===== config.mk =====
export PLATFORM = sky130hd
export DESIGN_NAME = line_splitter_with_overflow_drop
export DESIGN_NICKNAME = d
export VERILOG_FILES = /design/src/hw/rtl/lsplit_pkg.sv /design/src/hw/rtl/lsplit_ram.sv /design/src/hw/rtl/lsplit_ctrl.sv /design/src/hw/rtl/line_splitter_with_overflow_drop.sv
export VERILOG_INCLUDE_DIRS = /design/src /design/src/hw/rtl
export SDC_FILE = /design/constraint.sdc
export NUM_CORES = 1
export LEC_CHECK = 0
export BUFFER_PORTS_ARGS = -buffer_cell sky130_fd_sc_hd__buf_2
export CAP_MARGIN = 20
export CORE_AREA = 2 2 217 219
export CTS_CLUSTER_DIAMETER = 200
export DETAILED_ROUTE_END_ITERATION = 10
export DIE_AREA = 0 0 219 221
export GPL_TIMING_DRIVEN = 0
export PLACE_DENSITY = 0.71
export SYNTH_ARGS = -nofsm -noshare
export SYNTH_HDL_FRONTEND = slang
export SYNTH_SLANG_ARGS = --single-unit

===== constraint.sdc =====
create_clock -name i_clk -period 4.77 [get_ports i_clk]
set_clock_uncertainty 0.05 [all_clocks]
set_input_delay 0.2385 -clock i_clk [delete_from_list [all_inputs] [get_ports i_clk]]
set_output_delay 0.2385 -clock i_clk [all_outputs]
set_load 0.05 [all_outputs]

===== src/hw/rtl/line_splitter_with_overflow_drop_assert.svh =====
// ----------------------------------------------------------------------------
// Assertion macros for the line splitter
// Shared concurrent assertion forms, clocked and disabled during reset.
// ----------------------------------------------------------------------------
`ifndef LINE_SPLITTER_WITH_OVERFLOW_DROP_ASSERT_SVH
`define LINE_SPLITTER_WITH_OVERFLOW_DROP_ASSERT_SVH

// The expression must never be true at a clock edge outside reset.
`define LSPLIT_ASSERT_NEVER(lbl, clk, rst_n, expr) \
    lbl: assert property (@(posedge clk) disable iff (!(rst_n)) !(expr)) \
        else $error("line splitter: forbidden condition seen");

// Whenever the antecedent holds, the consequent must hold in the same cycle.
`define LSPLIT_ASSERT_IMPLY(lbl, clk, rst_n, ante, cons) \
    lbl: assert property (@(posedge clk) disable iff (!(rst_n)) (ante) |-> (cons)) \
        else $error("line splitter: implication violated");

`endif


===== src/hw/rtl/lsplit_pkg.sv =====
// ----------------------------------------------------------------------------
// Line splitter package
// Shared constants and the controller state type.
// ----------------------------------------------------------------------------
package lsplit_pkg;

    localparam int LINE_CAPACITY_DEF = 64;

    localparam int BYTE_W  = 8;
    localparam int COUNT_W = 32;

    localparam logic [BYTE_W-1:0] CHAR_CR = 8'd13;
    localparam logic [BYTE_W-1:0] CHAR_LF = 8'd10;

    typedef enum logic [1:0] {
        ST_IDLE,
        ST_EMPTY,
        ST_EMIT
    } t_state;

endpackage


===== src/hw/rtl/lsplit_ram.sv =====
// ----------------------------------------------------------------------------
// Generic simple dual-port RAM
// One write port and one read port; read data is registered and holds
// its value while no read is requested.
// ----------------------------------------------------------------------------
module lsplit_ram #(
    parameter int WIDTH = 8,
    parameter int DEPTH = 64
) (
    input  logic                     i_clk,
    input  logic                     i_wr_en,
    input  logic [$clog2(DEPTH)-1:0] i_wr_addr,
    input  logic [WIDTH-1:0]         i_wr_data,
    input  logic                     i_rd_en,
    input  logic [$clog2(DEPTH)-1:0] i_rd_addr,
    output logic [WIDTH-1:0]         o_rd_data
);

    logic [WIDTH-1:0] r_mem [DEPTH];
    logic [WIDTH-1:0] r_rd_data;

    always_ff @(posedge i_clk) begin
        if (i_wr_en) begin
            r_mem[i_wr_addr] <= i_wr_data;
        end
        if (i_rd_en) begin
            r_rd_data <= r_mem[i_rd_addr];
        end
    end

    assign o_rd_data = r_rd_data;

endmodule


===== src/hw/rtl/lsplit_ctrl.sv =====
// ----------------------------------------------------------------------------
// Line splitter controller
// Stores incoming bytes in the line store, detects line ends, tracks
// overlong lines and streams a finished line out through an output register.
// ----------------------------------------------------------------------------
module lsplit_ctrl #(
    parameter int LINE_CAPACITY = lsplit_pkg::LINE_CAPACITY_DEF
) (
    input  logic                             i_clk,
    input  logic                             i_rst_n,
    // Input stream
    input  logic                             s_axis_tvalid,
    output logic                             s_axis_tready,
    input  logic [lsplit_pkg::BYTE_W-1:0]    s_axis_tdata,   // [7:0] byte_value
    // Output stream
    output logic                             m_axis_tvalid,
    input  logic                             m_axis_tready,
    output logic [lsplit_pkg::BYTE_W+lsplit_pkg::COUNT_W-1:0]
                                             m_axis_tdata,   // [7:0] line_byte,
                                                             // [39:8] truncated_lines
    output logic                             m_axis_tlast,
    output logic [0:0]                       m_axis_tuser,   // [0] empty_line
    // Line store port
    output logic                             o_wr_en,
    output logic [$clog2(LINE_CAPACITY)-1:0] o_wr_addr,
    output logic [lsplit_pkg::BYTE_W-1:0]    o_wr_data,
    output logic                             o_rd_en,
    output logic [$clog2(LINE_CAPACITY)-1:0] o_rd_addr,
    input  logic [lsplit_pkg::BYTE_W-1:0]    i_rd_data
);

    import lsplit_pkg::*;

    localparam int AW = $clog2(LINE_CAPACITY);
    localparam logic [AW-1:0] LEN_MAX = AW'(LINE_CAPACITY - 1);

    t_state              r_state, n_state;
    logic [AW-1:0]       r_len, n_len;
    logic [AW-1:0]       r_idx, n_idx;
    logic                r_dropping, n_dropping;
    logic                r_after_cr, n_after_cr;
    logic [COUNT_W-1:0]  r_dropped, n_dropped;

    logic                r_out_valid, n_out_valid;
    logic [BYTE_W-1:0]   r_out_byte;
    logic                r_out_empty;
    logic                r_out_last;
    logic [COUNT_W-1:0]  r_out_cnt;

    logic                w_is_term;
    logic                w_slot_free;
    logic                w_load;
    logic [BYTE_W-1:0]   w_load_byte;
    logic                w_load_empty;
    logic                w_load_last;

    assign w_is_term   = (s_axis_tdata == CHAR_CR) || (s_axis_tdata == CHAR_LF);
    assign w_slot_free = !r_out_valid || m_axis_tready;

    always_ff @(posedge i_clk) begin
        if (!i_rst_n) begin
            r_state     <= ST_IDLE;
            r_len       <= '0;
            r_idx       <= '0;
            r_dropping  <= 1'b0;
            r_after_cr  <= 1'b0;
            r_dropped   <= '0;
            r_out_valid <= 1'b0;
        end else begin
            r_state     <= n_state;
            r_len       <= n_len;
            r_idx       <= n_idx;
            r_dropping  <= n_dropping;
            r_after_cr  <= n_after_cr;
            r_dropped   <= n_dropped;
            r_out_valid <= n_out_valid;
        end
    end

    // The count is captured with each result, since a later line may bump
    // it while this result is still waiting to be taken.
    always_ff @(posedge i_clk) begin
        if (w_load) begin
            r_out_byte  <= w_load_byte;
            r_out_empty <= w_load_empty;
            r_out_last  <= w_load_last;
            r_out_cnt   <= r_dropped;
        end
    end

    always_comb begin
        n_state       = r_state;
        n_len         = r_len;
        n_idx         = r_idx;
        n_dropping    = r_dropping;
        n_after_cr    = r_after_cr;
        n_dropped     = r_dropped;
        s_axis_tready = 1'b0;
        o_wr_en       = 1'b0;
        o_wr_addr     = r_len;
        o_wr_data     = s_axis_tdata;
        o_rd_en       = 1'b0;
        o_rd_addr     = r_idx;
        w_load        = 1'b0;
        w_load_byte   = i_rd_data;
        w_load_empty  = 1'b0;
        w_load_last   = 1'b0;

        unique case (r_state)
            ST_IDLE: begin
                s_axis_tready = 1'b1;
                if (s_axis_tvalid) begin
                    if (r_after_cr && (s_axis_tdata == CHAR_LF)) begin
                        // The LF of a CRLF pair has already been accounted for.
                        n_after_cr = 1'b0;
                    end else if (w_is_term) begin
                        n_after_cr = (s_axis_tdata == CHAR_CR);
                        if (r_dropping) begin
                            n_len      = '0;
                            n_dropping = 1'b0;
                            if (r_dropped != '1) begin
                                n_dropped = r_dropped + 1'b1;
                            end
                        end else if (r_len == '0) begin
                            if (w_slot_free) begin
                                w_load       = 1'b1;
                                w_load_byte  = '0;
                                w_load_empty = 1'b1;
                                w_load_last  = 1'b1;
                            end else begin
                                n_state = ST_EMPTY;
                            end
                        end else begin
                            // Start the read of the first stored byte.
                            o_rd_en   = 1'b1;
                            o_rd_addr = '0;
                            n_idx     = '0;
                            n_state   = ST_EMIT;
                        end
                    end else begin
                        n_after_cr = 1'b0;
                        if (!r_dropping) begin
                            if (r_len < LEN_MAX) begin
                                o_wr_en = 1'b1;
                                n_len   = r_len + 1'b1;
                            end else begin
                                n_dropping = 1'b1;
                            end
                        end
                    end
                end
            end
            ST_EMPTY: begin
                if (w_slot_free) begin
                    w_load       = 1'b1;
                    w_load_byte  = '0;
                    w_load_empty = 1'b1;
                    w_load_last  = 1'b1;
                    n_state      = ST_IDLE;
                end
            end
            ST_EMIT: begin
                // Read data for r_idx is at the RAM output; it holds while stalled.
                if (w_slot_free) begin
                    w_load      = 1'b1;
                    w_load_last = (r_idx == r_len - 1'b1);
                    if (w_load_last) begin
                        n_len   = '0;
                        n_state = ST_IDLE;
                    end else begin
                        o_rd_en   = 1'b1;
                        o_rd_addr = r_idx + 1'b1;
                        n_idx     = r_idx + 1'b1;
                    end
                end
            end
            default: begin
                n_state = ST_IDLE;
            end
        endcase

        if (w_load) begin
            n_out_valid = 1'b1;
        end else if (m_axis_tready) begin
            n_out_valid = 1'b0;
        end else begin
            n_out_valid = r_out_valid;
        end
    end

    assign m_axis_tvalid = r_out_valid;
    assign m_axis_tdata  = {r_out_cnt, r_out_byte};
    assign m_axis_tlast  = r_out_last;
    assign m_axis_tuser  = r_out_empty;

endmodule


===== src/hw/rtl/line_splitter_with_overflow_drop.sv =====
// ----------------------------------------------------------------------------
// Line splitter with overflow drop
// Splits a byte stream into lines at CR, LF or CRLF and streams each line out.
// ----------------------------------------------------------------------------
// Each ordinary byte is accepted and written into the line store, which
// holds up to LINE_CAPACITY-1 bytes. A terminator of a line keeps the input
// stalled while the line is read back through the single read port of the
// store; the first read is started in the cycle that takes the terminator,
// so one result follows per cycle while the output is not stalled.
// Back-pressure on the output adds its own stall cycles. An empty line gives
// one result with empty_line set in tuser. Bytes beyond the capacity are
// discarded, such a line gives no results, and the saturating truncated-line
// count in the upper tdata bits goes up by one. The line store needs no
// initialisation after reset.
module line_splitter_with_overflow_drop #(
    parameter int LINE_CAPACITY = lsplit_pkg::LINE_CAPACITY_DEF
) (
    input  logic                          i_clk,
    input  logic                          i_rst_n,
    input  logic                          s_axis_tvalid,
    output logic                          s_axis_tready,
    input  logic [lsplit_pkg::BYTE_W-1:0] s_axis_tdata,   // [7:0] byte_value
    output logic                          m_axis_tvalid,
    input  logic                          m_axis_tready,
    output logic [lsplit_pkg::BYTE_W+lsplit_pkg::COUNT_W-1:0]
                                          m_axis_tdata,   // [7:0] line_byte,
                                                          // [39:8] truncated_lines
    output logic                          m_axis_tlast,   // last_of_line
    output logic [0:0]                    m_axis_tuser    // [0] empty_line
);

    import lsplit_pkg::*;

    localparam int AW = $clog2(LINE_CAPACITY);

    logic              w_wr_en;
    logic [AW-1:0]     w_wr_addr;
    logic [BYTE_W-1:0] w_wr_data;
    logic              w_rd_en;
    logic [AW-1:0]     w_rd_addr;
    logic [BYTE_W-1:0] w_rd_data;

    lsplit_ctrl #(
        .LINE_CAPACITY (LINE_CAPACITY)
    ) u_ctrl (
        .i_clk         (i_clk),
        .i_rst_n       (i_rst_n),
        .s_axis_tvalid (s_axis_tvalid),
        .s_axis_tready (s_axis_tready),
        .s_axis_tdata  (s_axis_tdata),
        .m_axis_tvalid (m_axis_tvalid),
        .m_axis_tready (m_axis_tready),
        .m_axis_tdata  (m_axis_tdata),
        .m_axis_tlast  (m_axis_tlast),
        .m_axis_tuser  (m_axis_tuser),
        .o_wr_en       (w_wr_en),
        .o_wr_addr     (w_wr_addr),
        .o_wr_data     (w_wr_data),
        .o_rd_en       (w_rd_en),
        .o_rd_addr     (w_rd_addr),
        .i_rd_data     (w_rd_data)
    );

    lsplit_ram #(
        .WIDTH (BYTE_W),
        .DEPTH (LINE_CAPACITY)
    ) u_line_store (
        .i_clk     (i_clk),
        .i_wr_en   (w_wr_en),
        .i_wr_addr (w_wr_addr),
        .i_wr_data (w_wr_data),
        .i_rd_en   (w_rd_en),
        .i_rd_addr (w_rd_addr),
        .o_rd_data (w_rd_data)
    );

`include "line_splitter_with_overflow_drop_assert.svh"

    // Filling and reading back the store are never interleaved.
    `LSPLIT_ASSERT_NEVER(a_no_rw_overlap, i_clk, i_rst_n, w_wr_en && w_rd_en)

    // An empty line is always a run of exactly one result.
    `LSPLIT_ASSERT_IMPLY(a_empty_is_last, i_clk, i_rst_n,
        m_axis_tvalid && m_axis_tuser[0], m_axis_tlast && (m_axis_tdata[7:0] == '0))

    // A byte is only written while an input item is being accepted.
    `LSPLIT_ASSERT_IMPLY(a_wr_on_accept, i_clk, i_rst_n,
        w_wr_en, s_axis_tvalid && s_axis_tready)

    // The truncated-line count shown on the results never goes down.
    `LSPLIT_ASSERT_IMPLY(a_count_mono, i_clk, i_rst_n,
        $past(i_rst_n) && $past(m_axis_tvalid) && m_axis_tvalid,
        m_axis_tdata[39:8] >= $past(m_axis_tdata[39:8]))

endmodule

==> results of run 1 <==
per-layer routing:
metal	vias to the layer above	global-route usage [%]	routed length, um
met5	-	0	0
met2	722	40.5	28800
met3	139	3.64	4830
met4	0	10.3	2470
met1	7323	35.2	25100
li1	6642	-	-
how the worst max path moves through the flow:
stage / end / slack [ns] / cells after the start
final: u_line_store.o_rd_data[1] / 0.11 / 15
after CTS: u_line_store.o_rd_data[0] / 0.02 / 13
after floorplan: u_ctrl.m_axis_tlast / 0.92 / 7
after detailed placement: u_line_store.o_rd_data[1] / -0.50 / 13
after global placement: u_line_store.o_rd_data[0] / -0.49 / 12
after global routing: u_line_store.o_rd_data[1] / -0.006 / 15
sequential cells by signal (all words and copies together) (netlist names):
signal                  count
u_ctrl.o_wr_addr            6
u_ctrl.m_axis_tlast         1
u_ctrl.r_idx                6
u_ctrl.r_state              2
u_ctrl.r_dropping           1
u_ctrl.r_after_cr           1
u_line_store.r_mem        512
u_ctrl.r_out_cnt           32
u_ctrl.m_axis_tvalid        1
u_ctrl.m_axis_tuser         1
u_ctrl.r_out_byte           8
u_ctrl.r_dropped           32
u_line_store.o_rd_data      8
power breakdown:
part           internal [uW]  switching [uW]  leakage, uW
combinational            660            1390      0.00424
clock                   2680            1950     0.000937
sequential              6020            47.6      0.00547
layout make-up:
| class | instances | area (um2) |
|---|---|---|
| plain buffers | 82 | 549 |
| clock buffers | 72 | 1590 |
| clock inverters | 35 | 334 |
| fillers | 3444 | 17800 |
| inverters | 9 | 33.8 |
| multi-input cells | 961 | 6630 |
| flip-flops and latches | 611 | 17900 |
| well taps | 607 | 759 |
| repair buffers | 67 | 485 |
critical path: cells and delay by family, from the launching register on:
kind            cells  cell delay [ns]
flops               1             0.41
mux                 2             0.44
fa+ha+maj           1             0.35
simple gates        3             1.14
buf+inv             4             0.92
compound gates      4             0.94
xor+xnor            1             0.15
timing repair:
action                                 in CTS  in global routing
resized for setup                          15                 18
setup endpoints to repair                   7                  8
pin swaps                                   0                  1
endpoints found under the hold margin       3                 10
setup buffers                               0                  0
hold buffers                                1                  2
kinds of logic (layout without fill, tap and decap cells):
family | after synthesis | after routing | share of synthesized area, %
xor+xnor | 39 | 39 | 1.37
flops | 611 | 611 | 71.5
simple gates | 478 | 478 | 9.37
buf+inv | 92 | 265 | 2.26
compound gates | 189 | 189 | 5.08
mux | 247 | 247 | 9.97
fa+ha+maj | 8 | 8 | 0.401
stage by stage:
step | instances | hold slack (ns) | setup WS (ns)
floorplan | 1664 | 0.287 | 0.921
global placement | 2326 | 0.369 | -0.487
detailed placement | 2331 | 0.365 | -0.503
CTS | 2438 | 0.0729 | 0.0209
global route | 2444 | 0.0923 | -0.00565
finish | 2444 | 0.0866 | 0.106
cells in the mapped netlist, types with 3 or more instances:
cell / instances / share of area, %
buf_6: 20 / 0.90
xnor2_1: 28 / 0.98
a21oi_1: 46 / 0.92
o22ai_1: 66 / 1.7
mux2_2: 12 / 0.54
a41oi_1: 4 / 0.14
nand4_1: 19 / 0.48
buf_4: 6 / 0.18
nor4_1: 18 / 0.45
a31oi_1: 3 / 0.075
edfxtp_1: 562 / 68
inv_1: 9 / 0.14
xor2_1: 11 / 0.39
and2_1: 46 / 1.2
a32o_1: 5 / 0.20
dfxtp_1: 49 / 3.9
o211ai_1: 5 / 0.15
o21ai_0: 16 / 0.32
mux2i_1: 233 / 9.3
or3_1: 10 / 0.25
nand2b_1: 6 / 0.15
o31ai_1: 6 / 0.18
nand2_1: 158 / 2.4
and4_1: 5 / 0.18
nor4bb_1: 3 / 0.12
nand3_2: 3 / 0.12
nor2b_1: 8 / 0.20
buf_2: 19 / 0.38
and3_1: 11 / 0.28
o2111ai_1: 3 / 0.11
ha_1: 8 / 0.40
nor2_1: 85 / 1.3
clkbuf_1: 31 / 0.47
nor3_1: 8 / 0.16
nand3_1: 83 / 1.7
buf_1: 5 / 0.075
==> impl_metrics.yaml, run 1 <==
cells_and_area:
  utilization_pct: 61.3
  area_delta_synth_final_pct: 13.1
  mostFrequentLayoutCells: "edfxtp_1, mux2i_1, nand2_1"
  antenna_cells: 0
  drive_gt1_share_pct: 13.6
  final_common_cell: "edfxtp_1"
  final_area_um2: 28200
  nets: 1810
clock_network:
  cts_tree: "yes"
  max-clock-path-buffers: 3
  clockRootBuffer: "clkbuf_16"
  cts.sinks: 611
  cts.clk_slew.worst_paths_ns: 0.06
  clock_latency_ns: 0.62
  h-tree-depth: 2
  cts_buffers: 58
grt:
  antenna_found_initial: 1
  grt_pass1_wl_mm: 89.8
  grt-ovfl-total: 0
  grt_max_degree: 69
  grt_usage_pct: 25.4
  first_global_vias: 14359
synth:
  synth_edf_count: 562
  postSynth.asyncResetShare_pct: 0
  syn-num-nets: 1684
  syn_avg_cell_area_um2: 15.0
  syn-cell-area_um2: 25000
  yosysWarnings: 0
  ys_ff_latch: 611
  synth_cell_types: 78
  ys.flop_type: "edfxtp_1"
  syn_inst: 1664
  ys_seq_area_share_pct: 71.5
setup_path:
  path_max_fanout: 10
  slowest_stage: "or4_1"
  path_cells: "inv_1, ha_1, xnor2_1, or4_1, o22ai_4, a2111o_2, and3_1, buf_6, buf_6, buf_2, mux2i_1, o22ai_1, nor4_2, mux2i_2, a32o_1"
  crit_path_end_kind: "flop"
  critPathMaxStageDelay_ns: 0.62
  cpMostUsedCell: "buf_6"
  crit_type: "reg2reg"
  cp.arrival_ns: 4.97
  cp-start-kind: "flop"
  ff2ff_setup_slack_ns: 0.11
  r2r-end: "u_line_store.o_rd_data[1]"
  worst_ep_required_time_ns: 5.07
  rr_worst_depth: 15
  reg2reg_from: "u_ctrl.o_wr_addr[0]"
  cp-startpoint: "u_ctrl.o_wr_addr[0]"
floorplanning:
  start_util_pct: 54.2
  die_h_um: 221
  die_w_um: 219
  dieArea_um2: 48400
  top_level_ports: 56
  coreArea_um2: 46100
  rows: 79
flow_run:
  max_cap_violations: 0
routing:
  first_pass_iters: 6
  drc: 0
  drtIter0Drc: 1702
  viasPerCell: 6.07
  finalWirelength_mm: 61.2
  antenna_left: 0
  wl_per_cell_um: 25.1
  vias: 14826
pwr:
  power_uw: 12700
  peakVddDrop_mv: 0.329
  cellPowerDensity_nw_per_um2: 452
  p_leak_uw: 0.0106
timing:
  worstMarginPinSlew_ns: 1.07
  setup_tns_ns: 0
  layout_min_cycle_time_ns: 4.66
  hold_viol: 0
  setup_viol: 0
  clock.fmax_mhz: 214
  maxSlewHeadroom_pct: 28.1
  period_share_pct: 97.8
  drv_slew: 0
min_path:
  min_delay_path_depth: 1
  hp-class: "in2reg"
  min_to: "u_line_store.r_mem[11][7]"
  min-delay-start: "s_axis_tdata[7]"
run_status:
  outcome: "finished, final reports clean"
placed_design:
  hpwl_mm: 41.6
  routabilityCongestion: 0.909
  dpl-instance-area_um2: 26100
  portBuffers: 55
(Power assumes the default switching activity.)
==> inputs of run 2 (changes only) <==
--- a/config.mk
+++ b/config.mk
@@ -9,6 +9,7 @@
 export BUFFER_PORTS_ARGS = -buffer_cell sky130_fd_sc_hd__buf_2
 export CAP_MARGIN = 20
 export CORE_AREA = 2 2 217 219
+export CTS_BUF_LIST = sky130_fd_sc_hd__clkbuf_2 sky130_fd_sc_hd__clkbuf_4 sky130_fd_sc_hd__clkbuf_8
 export CTS_CLUSTER_DIAMETER = 200
 export DETAILED_ROUTE_END_ITERATION = 10
 export DIE_AREA = 0 0 219 221
==> run 2 against run 1 <==
Die area unchanged; combinational power about the same; register-to-register slack got worse by 0.07 ns; clock power decreased by 7.6%; utilization decreased by 0.084 points; cell area decreased by 0.14%; sequential share of layout area increased by 0.087 points; global-route usage increased by 0.33 points; worst setup slack got worse by 0.073 ns; via count increased by 0.67%; largest power group unchanged; highest routed layer unchanged.
==> impl_metrics.yaml, run 2 (synthesis results as in run 1) <==
run_status:
  outcome: "finished, final reports clean"
setup_path:
  critPathMaxStageDelay_ns: 0.62
  path_cells: "inv_1, ha_1, xnor2_1, or4_1, o22ai_4, a2111o_2, and3_1, buf_6, buf_8, buf_6, mux2i_1, o22ai_1, nor4_1, mux2i_2, a32o_1"
  ff2ff_setup_slack_ns: 0.03
  cp-start-kind: "flop"
  worst_ep_required_time_ns: 5.12
  slowest_stage: "or4_1"
  path_buf_inv: 4
  reg2reg_from: "u_ctrl.o_wr_addr[0]"
  r2r-end: "u_line_store.o_rd_data[4]"
  crit_type: "reg2reg"
  rr_worst_depth: 15
  cp.arrival_ns: 5.08
  cpMostUsedCell: "buf_6"
  path_max_fanout: 10
  crit_path_end_kind: "flop"
  critical_path.top_delay_family: "simple AND/OR/NAND/NOR gates"
cells_and_area:
  fillCellCount: 3471
  top_regs: "u_line_store.r_mem (512), u_ctrl.r_dropped (32), u_ctrl.r_out_cnt (32)"
  nets: 1850
  mostFrequentLayoutCells: "edfxtp_1, mux2i_1, nand2_1"
  area_delta_synth_final_pct: 13.0
  final_common_cell: "edfxtp_1"
  drive_gt1_share_pct: 16.0
  max_flop_register: "u_line_store.r_mem"
  largest_reg_flops: 512
  final_area_um2: 28200
  stdcell_count: 2508
clock_network:
  cts.clk_slew.worst_paths_ns: 0.06
  clockRootBuffer: "clkbuf_8"
  cts_setup_buffers: 0
  cts_tree: "yes"
  cts_buffers: 95
  clock_latency_ns: 0.68
  max-clock-path-buffers: 3
  cts.sinks: 611
  h-tree-depth: 3
pwr:
  cellPowerDensity_nw_per_um2: 440
  p_leak_uw: 0.0107
  power_uw: 12400
  peakVddDrop_mv: 0.363
routing:
  antenna_left: 0
  wl_per_cell_um: 24.5
  first_pass_iters: 5
  drtIter0Drc: 1618
  drc: 0
  viasPerCell: 5.95
  finalWirelength_mm: 61.5
  vias: 14926
floorplanning:
  die_h_um: 221
  start_util_pct: 54.2
  dieArea_um2: 48400
  rows: 79
  top_level_ports: 56
  die_w_um: 219
  coreArea_um2: 46100
grt:
  use_met1_pct: 34.7
  grt_max_degree: 69
  grt_usage_pct: 25.7
  first_global_vias: 14677
  top_usage_layer: "met2"
  grt_pass1_wl_mm: 90.7
  grt-ovfl-total: 0
  antenna_found_initial: 1
  globalRouteMet2Util_pct: 40.8
  grt_use_met3_pct: 5.20
placed_design:
  routabilityCongestion: 0.909
  place_ws_ns: -0.503
  dp_cells: 2331
  hpwl_mm: 41.6
  portBuffers: 55
  dpl-instance-area_um2: 26100
timing:
  maxSlewHeadroom_pct: 28.0
  layout_min_cycle_time_ns: 4.74
  clock.fmax_mhz: 211
  setup_viol: 0
  setup_tns_ns: 0
  drv_slew: 0
  hold_viol: 0
  worstMarginPinSlew_ns: 1.08
  period_share_pct: 99.3
  fin_ws_ns: 0.0327
min_path:
  hp-class: "in2reg"
  min_to: "u_line_store.r_mem[36][3]"
  min-delay-start: "s_axis_tdata[3]"
  min_delay_path_depth: 1
flow_run:
  max_cap_violations: 0
run 2: area by class of cell:
type	count	area (um2)	area share, %
antenna	1	2.50	0.00888
clock inverter	44	305	1.08
multi-input combinational	961	6620	23.5
clock buffer	123	1540	5.45
sequential	611	17900	63.3
inverter	9	33.8	0.120
buffer	82	561	1.99
tap	607	759	2.69
timing repair buffer	70	515	1.83
run 2: metal layers:
layer,wire length [um],vias to the layer above,part of all wire [%]
met2,29000,670,47
li1,-,6724,-
met1,25600,7392,42
met3,4540,140,7.4
met5,0,-,0
met4,2460,0,4.0
run 2: through the flow:
step	utilization (%)	hold slack [ns]
after global routing	61.2	0.0290
after floorplan	-	0.287
after global placement	56.4	0.369
final	61.2	0.0566
after CTS	60.9	0.0244
after detailed placement	56.7	0.365
run 2: how the worst max path moves through the flow:
| stage | startpoint | depth (start not counted) | endpoint | slack, ns |
|---|---|---|---|---|
| after CTS | u_ctrl.o_wr_addr[0] | 15 | u_line_store.o_rd_data[1] | 0.0007 |
| after global routing | u_ctrl.o_wr_addr[0] | 15 | u_line_store.o_rd_data[4] | -0.05 |
| after detailed placement | s_axis_tdata[5] | 13 | u_line_store.o_rd_data[1] | -0.50 |
| after floorplan | u_ctrl.o_wr_addr[0] | 7 | u_ctrl.m_axis_tlast | 0.92 |
| after global placement | s_axis_tdata[1] | 12 | u_line_store.o_rd_data[0] | -0.49 |
| final | u_ctrl.o_wr_addr[0] | 15 | u_line_store.o_rd_data[4] | 0.03 |
run 2: where the power goes:
group	internal [uW]	switching (uW)	total, uW
sequential	6030	47.3	6070
clock	2310	1960	4280
combinational	668	1380	2050
total	9010	3400	12400
run 2: worst reg2reg max path: cells and delay by family (launching register included):
family                   cells  cell delay (ns)
AND/OR/NAND/NOR              3             1.22
flip-flops                   1             0.41
XOR/XNOR                     1             0.15
AO/OA/AOI/OAI                4             1.06
adder cells (fa/ha/maj)      1             0.36
multiplexers                 2             0.51
buffers and inverters        4             0.71
run 2: timing repair:
item                                   in CTS  in global routing
pin swaps                                   0                  2
setup endpoints to repair                   7                  8
hold buffers                                4                  2
resized for setup                          17                 19
endpoints found under the hold margin      18                 10
